File: config.mk
export PLATFORM = sky130hd
export DESIGN_NAME = r2fft_ctrl
export DESIGN_NICKNAME = d
export VERILOG_FILES = /design/src/hdl/r2fft_pkg.sv /design/src/hdl/r2fft_ctrl.sv
export SDC_FILE = /design/constraint.sdc
export NUM_CORES = 1
export LEC_CHECK = 0
export BUFFER_PORTS_ARGS = -buffer_cell sky130_fd_sc_hd__buf_2
export CAP_MARGIN = 25
export CORE_MARGIN = 2
export CORE_UTILIZATION = 25
export DETAILED_ROUTE_END_ITERATION = 12
export PLACE_DENSITY = 0.46
export SLEW_MARGIN = 0
export SYNTH_ARGS = -nofsm -noshare
export SYNTH_HDL_FRONTEND = slang
export SYNTH_SLANG_ARGS = --single-unit
File: constraint.sdc
create_clock -name clk_i -period 6.7 [get_ports clk_i]
set_clock_uncertainty 0.1 [all_clocks]
set_input_delay 1.34 -clock clk_i [delete_from_list [all_inputs] [get_ports clk_i]]
set_output_delay 1.34 -clock clk_i [all_outputs]
set_load 0.005 [all_outputs]
File: src/hdl/r2fft_pkg.sv
// Package for the radix-2 DIF FFT: item types, controller commands and twiddle helpers.
`default_nettype none

package r2fft_pkg;

  localparam int FFT_SIZE_DEF = 256;
  localparam int ADDR_W_MAX   = 12;
  localparam int TW_W_MAX     = 11;
  localparam longint HALF_PI_Q30 = 64'sd1686629713;
  localparam longint ONE_Q30     = 64'sd1073741824;

  typedef struct packed {
    logic               mode;
    logic signed [15:0] sample_re;
    logic signed [15:0] sample_im;
  } in_item_t;

  typedef struct packed {
    logic signed [23:0] bin_re;
    logic signed [23:0] bin_im;
    logic [7:0]         bin_index;
    logic               last;
  } out_item_t;

  typedef enum logic [0:0] {
    MODE_LOAD  = 1'b0,
    MODE_FETCH = 1'b1
  } mode_e;

  typedef enum logic [1:0] {
    WSEL_SAMPLE,
    WSEL_SUM,
    WSEL_BFLY
  } wsel_e;

  typedef enum logic [2:0] {
    ST_IDLE,
    ST_RA,
    ST_RB,
    ST_ADD,
    ST_MUL,
    ST_WB,
    ST_READY,
    ST_OUT
  } state_e;

  typedef struct packed {
    logic                  we;
    wsel_e                 wsel;
    logic [ADDR_W_MAX-1:0] waddr;
    logic [ADDR_W_MAX-1:0] raddr;
    logic [TW_W_MAX-1:0]   tw_idx;
  } cmd_t;

  typedef struct packed {
    logic       valid;
    logic [7:0] index;
    logic       last;
  } status_t;

  function automatic logic signed [23:0] sat24(input logic signed [41:0] v);
    logic signed [23:0] r;
    if (v > 42'sd8388607) begin
      r = 24'sh7FFFFF;
    end else if (v < -42'sd8388608) begin
      r = 24'sh800000;
    end else begin
      r = v[23:0];
    end
    return r;
  endfunction

  // Signed division truncating towards zero, by shift and subtract, for building the table.
  function automatic longint div_trunc(input longint n, input longint d);
    longint un, ud, q, rem;
    bit     neg;
    neg = (n < 0) != (d < 0);
    un  = (n < 0) ? -n : n;
    ud  = (d < 0) ? -d : d;
    q   = 0;
    rem = 0;
    for (int b = 62; b >= 0; b--) begin
      rem = (rem <<< 1) | ((un >>> b) & 64'sd1);
      q   = q <<< 1;
      if (rem >= ud) begin
        rem = rem - ud;
        q   = q | 64'sd1;
      end
    end
    return neg ? -q : q;
  endfunction

  // Taylor series of sine or cosine for a Q30 angle in 0 to pi/4.
  function automatic longint taylor_q30(input longint a, input bit want_sin);
    longint a2, ts, tc, rs, rc;
    a2 = (a * a) >>> 30;
    ts = a;
    tc = ONE_Q30;
    rs = a;
    rc = ONE_Q30;
    for (int k = 1; k <= 8; k++) begin
      ts = div_trunc((ts * a2) >>> 30, longint'((2 * k) * (2 * k + 1)));
      tc = div_trunc((tc * a2) >>> 30, longint'((2 * k - 1) * (2 * k)));
      if (k[0] == 1'b1) begin
        rs = rs - ts;
        rc = rc - tc;
      end else begin
        rs = rs + ts;
        rc = rc + tc;
      end
    end
    return want_sin ? rs : rc;
  endfunction

  function automatic int q30_to_q15(input longint v);
    longint t;
    t = (v < 0) ? 64'sd0 : v;
    return int'((t + 64'sd16384) >>> 15);
  endfunction

endpackage

`default_nettype wire

File: src/hdl/r2fft_ctrl.sv
// Controller of the FFT: load, butterfly sequencing over the stages and bin fetch.
`default_nettype none

module r2fft_ctrl
  import r2fft_pkg::*;
#(
  parameter int FFT_SIZE = FFT_SIZE_DEF
) (
  input  wire logic clk_i,
  input  wire logic rst_ni,
  input  wire logic start_i,
  input  wire logic mode_i,
  output logic      busy_o,
  output cmd_t      cmd_o,
  output status_t   status_o
);

  localparam int LOG2N   = $clog2(FFT_SIZE);
  localparam int HW      = (LOG2N > 1) ? LOG2N - 1 : 1;
  localparam int SW      = (LOG2N > 1) ? $clog2(LOG2N) : 1;
  localparam int BF_LAST = FFT_SIZE / 2 - 1;

  state_e           state_q, state_d;
  logic [LOG2N-1:0] load_q, load_d, fetch_q, fetch_d, idx_q, idx_d;
  logic [HW-1:0]    bf_q, bf_d;
  logic [SW-1:0]    stage_q, stage_d;
  logic             take, do_load, do_fetch, last_load, last_bf, last_stage;
  logic [LOG2N-1:0] b_ext, mask, addr_i, addr_k, tw_full;

  function automatic logic [LOG2N-1:0] bitrev(input logic [LOG2N-1:0] v);
    logic [LOG2N-1:0] r;
    for (int n = 0; n < LOG2N; n++) begin
      r[n] = v[LOG2N-1-n];
    end
    return r;
  endfunction

  assign take       = start_i && !busy_o;
  assign do_load    = take && (mode_i == MODE_LOAD) && (state_q == ST_IDLE);
  assign do_fetch   = take && (mode_i == MODE_FETCH) && (state_q == ST_READY);
  assign last_load  = (load_q == LOG2N'(FFT_SIZE - 1));
  assign last_bf    = (bf_q == HW'(BF_LAST));
  assign last_stage = (stage_q == SW'(LOG2N - 1));

  assign b_ext   = LOG2N'(bf_q);
  assign mask    = LOG2N'((FFT_SIZE >> (stage_q + 1)) - 1);
  assign addr_i  = ((b_ext & ~mask) << 1) | (b_ext & mask);
  assign addr_k  = addr_i | (mask + LOG2N'(1));
  assign tw_full = (b_ext & mask) << stage_q;

  always_comb begin
    state_d = state_q;
    case (state_q)
      ST_IDLE:  if (do_load && last_load) state_d = ST_RA;
      ST_RA:    state_d = ST_RB;
      ST_RB:    state_d = ST_ADD;
      ST_ADD:   state_d = ST_MUL;
      ST_MUL:   state_d = ST_WB;
      ST_WB:    state_d = (last_bf && last_stage) ? ST_READY : ST_RA;
      ST_READY: if (do_fetch) state_d = ST_OUT;
      ST_OUT:   state_d = (idx_q == LOG2N'(FFT_SIZE - 1)) ? ST_IDLE : ST_READY;
      default:  state_d = ST_IDLE;
    endcase
  end

  always_comb begin
    busy_o       = !((state_q == ST_IDLE) || (state_q == ST_READY));
    cmd_o.we     = 1'b0;
    cmd_o.wsel   = WSEL_SAMPLE;
    cmd_o.waddr  = ADDR_W_MAX'(load_q);
    cmd_o.raddr  = ADDR_W_MAX'(addr_i);
    cmd_o.tw_idx = TW_W_MAX'(tw_full[HW-1:0]);
    case (state_q)
      ST_IDLE: cmd_o.we = do_load;
      ST_RB:   cmd_o.raddr = ADDR_W_MAX'(addr_k);
      ST_MUL: begin
        cmd_o.we    = 1'b1;
        cmd_o.wsel  = WSEL_SUM;
        cmd_o.waddr = ADDR_W_MAX'(addr_i);
      end
      ST_WB: begin
        cmd_o.we    = 1'b1;
        cmd_o.wsel  = WSEL_BFLY;
        cmd_o.waddr = ADDR_W_MAX'(addr_k);
      end
      ST_READY: cmd_o.raddr = ADDR_W_MAX'(bitrev(fetch_q));
      default: ;
    endcase
    status_o.valid = (state_q == ST_OUT);
    status_o.index = 8'(idx_q);
    status_o.last  = (idx_q == LOG2N'(FFT_SIZE - 1));
  end

  always_comb begin
    load_d  = do_load ? load_q + LOG2N'(1) : load_q;
    fetch_d = do_fetch ? fetch_q + LOG2N'(1) : fetch_q;
    idx_d   = do_fetch ? fetch_q : idx_q;
    bf_d    = bf_q;
    stage_d = stage_q;
    if (do_load && last_load) begin
      bf_d    = '0;
      stage_d = '0;
      fetch_d = '0;
    end else if (state_q == ST_WB) begin
      if (last_bf) begin
        bf_d    = '0;
        stage_d = stage_q + SW'(1);
      end else begin
        bf_d = bf_q + HW'(1);
      end
    end
  end

  always_ff @(posedge clk_i or negedge rst_ni) begin
    if (!rst_ni) begin
      state_q <= ST_IDLE;
      load_q  <= '0;
      fetch_q <= '0;
      idx_q   <= '0;
      bf_q    <= '0;
      stage_q <= '0;
    end else begin
      state_q <= state_d;
      load_q  <= load_d;
      fetch_q <= fetch_d;
      idx_q   <= idx_d;
      bf_q    <= bf_d;
      stage_q <= stage_d;
    end
  end

  a_fetch_emits: assert property (@(posedge clk_i) disable iff (!rst_ni)
    do_fetch |=> status_o.valid)
    else $error("fetch accepted without a result in the next cycle");

  a_last_idles: assert property (@(posedge clk_i) disable iff (!rst_ni)
    (status_o.valid && status_o.last) |=> (state_q == ST_IDLE))
    else $error("frame not closed after the last bin");

  a_load_runs: assert property (@(posedge clk_i) disable iff (!rst_ni)
    (do_load && last_load) |=> busy_o)
    else $error("transform did not start after the final sample");

  a_no_result_in_xform: assert property (@(posedge clk_i) disable iff (!rst_ni)
    cmd_o.we && (cmd_o.wsel != WSEL_SAMPLE) |-> !status_o.valid)
    else $error("result issued while the transform writes the store");

endmodule

`default_nettype wire
Word level (Yosys, flattened, before mapping)
Index checks and enable logic that the tools add are counted.

Output and inout port bits: 49. Word-level logic and storage cells: 66. Register bits after elaboration: 37. Input port bits: 4.

$add $sub $neg: 7. Bitwise gates (word level): 6. Shift operators: 2. Eq/ne operators: 13. Reduce and logical (&&, ||, !) cells: 16. Muxes and demuxes: 16.

Operators with widths (count): one-hot mux 14 bit (2 select lines) (1); adder 8 x 1 -> 8 bit (second input constant) (3); one-hot mux 3 bit (8 select lines) (1); 2-to-1 mux 3 bit (7); 2-to-1 mux 7 bit (3); equality test 8 bit (second input constant) (2); 2-to-1 mux 8 bit (2); bitwise OR 8 bit (2); one-hot mux 8 bit (2 select lines) (1); equality test 3 bit (second input constant) (5); right shift 9 x 4 -> 8 bit (first input constant) (1); bitwise AND 7 x 8 -> 8 bit (1); left shift 8 x 3 -> 7 bit (1); subtractor 8 x 2 -> 8 bit (second input constant) (1); adder 7 x 1 -> 7 bit (second input constant) (1); bitwise AND 7 bit (1); equality test 7 bit (second input constant) (1); logical AND 1 bit (7); inverter 7 bit (1); equality test 3 x 2 -> 1 bit (second input constant) (2); nonzero test 2 bit (3); adder 3 x 1 -> 4 bit (second input constant) (1); inequality test 2 bit (second input constant) (2); AND reduction 2 bit (2); 8 further kinds (8).

Longest topological paths before layout
Depth after elaboration: 8. Gate-level depth with buffers: 11. Depth with buffers taken out: 10.

Worst setup path after synthesis
No wires, ideal clock.

Path kind: flip-flop to output port. Start point: register stage_q[1]. End point: output cmd_o[30] in the netlist's numbering. Cell stages (with the launch flop): 12. Arrival: 2.292 ns. Slack: 2.968 ns. Data required time: 5.260 ns. Path through: dfrtp_1 -> clkbuf_1 -> inv_1 -> ha_1 -> xor2_1 -> nand2_1 -> ha_1 -> nand2b_1 -> a311oi_1 -> nand2_1 -> xor2_1 -> o21ai_0.

RTL lines: start: declaration (RTL line r2fft_ctrl.sv:26) `logic [SW-1:0] stage_q, stage_d;`; start signal: assignment (RTL line r2fft_ctrl.sv:128) `stage_q <= stage_d;`; end: declaration (RTL line r2fft_ctrl.sv:14) `output cmd_t cmd_o,`.

==> impl_results.md <==
* Status: completed
* Combinational power share at 0.141
* Detailed router's first-iteration violation count at 134
* Synth Warn # at 0
* Switching share of power at 0.306
* DP Area at 2890 um^2
* R2r worst-path depth at 7
* Total wire length at between 7000 and 8000 um
* Average wire per standard cell at 15.4 um
* Max Clock Freq at approximately 220 MHz
* PortBufs at 40
* First drt pass iteration count at 4
* Largest net degree at the start of global routing at 38
* Layout cell share with drive strength beyond 1 at 0.190
* Yosys top cell area share at 0.348
* Synth area leaders: dfrtp_1 (35%), nor2_1 (5.8%), xnor2_1 (5.6%), ha_1 (5.2%), a21oi_1 (4.1%)
* WHS at ~0.40 ns
* Worst setup SP type: flop
* Die area at 11500 um^2
* Post_cts resized at 0
* Gr usage total at 0.133
* Clock latency on the worst-skew pair at 0.30 ns
* Clk buf depth at 2
* Remaining DRCs at 0
* Area leader, netlist: dfrtp_1
* Overflow left after global routing at 0
* First-pass GRT wire length at 12000 um
* Worst path depth at 11
* Final net count at between 300 and 400
* Final hold violation count at 0
* Ports at 53
* Tcrit/Tclk final at 0.667
* CP top delay family: compound AO/OA/AOI/OAI gates
* Hold Buf Count CTS at 0
* Routed vias/inst at ~4.8
* Die Y at 107 um
* Post-Syn Area per Cell at roughly 8.5 um^2
* Post-Syn Area at between 2000 and 3000 um^2
* CP cell instances: inv_1 > ha_1 > xor2_1 > nand2_1 > ha_1 > nand2b_1 > a311oi_1 > xnor2_1 > o21ai_0 > a21oi_1 > buf_2
* CTS sink cnt at 37
* WHS Path Cells at 1
* Setup crit end kind: output pin
* EDFF count, synth at 0
* Core area at 10300 um^2
* Worst-path clk slew at 0.09 ns
* NetSw at about 0.00016 W
* Post-Syn Instances at about 310
* CP most frequent cell: ha_1
* Min Clock Period, post-route at between 4 and 5 ns
* Synthesized flop and latch total at 37
* Slowest stage cell, crit path: dfrtp_1
* Post-DP HPWL at ~5400 um
* Antenna violations before repair at 0
* Crit path largest cell delay at 0.60 ns
* Relative slew slack at 0.395
* Yosys cell types at 53
* CTS Root Cell: clkbuf_8
* Die Width at 107 um
* Critical path type: reg2out
* FILL cells at 1131
* GP Congestion at slightly above 0.8
* Seq/Total Area, Yosys at 0.348
* Final setup viols at 0
* Vias in the first global route at 2267
* Vias at roughly 2300
* Req. time, crit path at between 5 and 6 ns
* # rows at 37
* Post-route setup TNS at 0 ns
* Cell area after layout at 2980 um^2
* Final Slew Violations at 0
* Max IR drop VDD at 0.0768 mV
* Antenna diodes at 0
* P_leak at ~1.4 nW
* Internal at between 0.0003 and 0.0004 W
* Final ANT Viol Nets at 0
* Post-synth ARST share at 1.00
* CTS Buf Count at 5
* Area Growth Syn to Fin at 12.1%
* CTS tree: built
* Top_reg_cell synth: dfrtp_1
* CP arrival at 3.03 ns
* RSZ-0062 raised after global routing: false
* CP bufs+invs at 2
* CTS H-tree lvls at 2
* Clock power frac at 0.333
* Sequential cell fraction of total power at 0.526
* Post-CTS setup buffer count at 0
* Pwr/cell area at approximately 170 nW/um^2
* Max Cap Viol at 0
* CP Max Fanout at 13
* Initial cell density of the core at 0.258
* Path category of the worst min-delay check: reg2reg
* Worst-Margin Slew at 0.904 ns
## metrics by stage
step,util,setup WS (ns),instances,power (W)
after floorplan,-,2.97,324,0.000311
after global placement,0.280,2.64,470,0.000345
after detailed placement,0.280,2.61,470,0.000345
after CTS,0.289,2.27,478,0.000518
after global routing,0.289,1.92,478,0.000542
final,0.289,2.23,478,0.000508
## cells in the mapped netlist, types with 2 or more instances
cell type  instances
buf_4             14
nand2b_1           4
a31oi_1            6
and3_1             5
nor2_2             2
a21oi_1           22
and2_1             2
mux2i_1            3
nor2b_1            6
nor3b_1            2
o21ai_0           15
a211oi_1           3
nand2_1           29
a221oi_1           3
a311oi_1           2
buf_2              5
inv_1             11
xnor2_1           17
and4_1             2
dfrtp_1           37
mux2_2             9
clkbuf_1           9
or3_1              3
o22a_1             2
xor2_1             8
a22oi_1            3
nor2_1            41
nand3_1            7
nand4_1            5
ha_1              11
a21o_1             2
nor3_2             2
## registers in the layout (all words and copies together), names as in the netlist
signal and cells:
fetch_q 8, stage_q 3, bf_q 7, state_q 3, idx_q 8, load_q 8
## routing by layer
layer,vias up,GRT usage,share of wire
li1,1122,-,-
met1,1120,0.190,0.47
met2,57,0.207,0.47
met3,4,0.0298,0.050
met4,0,0.0213,0.0050
met5,-,0,0
## worst reg2reg max path, stage by stage, from the launching register on
cell and delay [ns]:
dfrtp_1 0.70, nor2b_1 0.69, nand2_1 0.35, inv_1 0.38
nand2_1 0.14, nor2_1 0.13, xnor2_1 0.13, nor2_1 0.05
## placed cells by master (no fill, tap or decap), types with 4 or more instances in the layout
cell type	Yosys	final
a21oi_1	22	22
a31oi_1	6	6
and3_1	5	5
buf_2	5	40
clkbuf_8	0	5
conb_1	1	12
dfrtp_1	37	37
ha_1	11	11
inv_1	11	11
mux2_2	9	9
nand2_1	29	29
nand2b_1	4	4
nand3_1	7	7
nand4_1	5	5
nor2_1	41	41
nor2b_1	6	6
o21ai_0	15	15
xnor2_1	17	17
xor2_1	8	8
## area by class of cell
class | instances | area [um^2] | share of cell area
Inverter | 11 | 41.3 | 0.0138
Tap cell | 136 | 170 | 0.0570
Sequential cell | 37 | 926 | 0.310
Multi-Input combinational cell | 246 | 1560 | 0.522
Clock inverter | 3 | 21.3 | 0.00713
Clock buffer | 5 | 68.8 | 0.0231
Timing Repair Buffer | 40 | 200 | 0.0671
## power groups by stage
stage / clock network (W) / logic (W) / registers [W]
floorplan: 0 / 0.0000479 / 0.000263
global placement: 0 / 0.0000736 / 0.000272
detailed placement: 0 / 0.0000738 / 0.000271
CTS: 0.000177 / 0.0000737 / 0.000267
global route: 0.000187 / 0.0000839 / 0.000271
finish: 0.000169 / 0.0000718 / 0.000267
## kinds of logic after synthesis
group / synth area share
compound gates: 0.164
xor+xnor: 0.0823
fa+ha+maj: 0.0517
buf+inv: 0.0827
flops: 0.348
mux: 0.0494
other cells: 0.00141
simple gates: 0.221
## final timing paths
check	slack, ns	end	startpoint
hold / removal	0.40	load_q[7]	load_q[7]
min in group asynchronous	1.06	load_q[6]	rst_ni
setup reg to reg	3.89	bf_q[6]	state_q[2]
max in group asynchronous	4.88	idx_q[6]	rst_ni
hold reg to reg	0.40	load_q[7]	load_q[7]
setup / recovery	2.23	cmd_o[16]	stage_q[1]
Power figures use the tool's default switching activity.
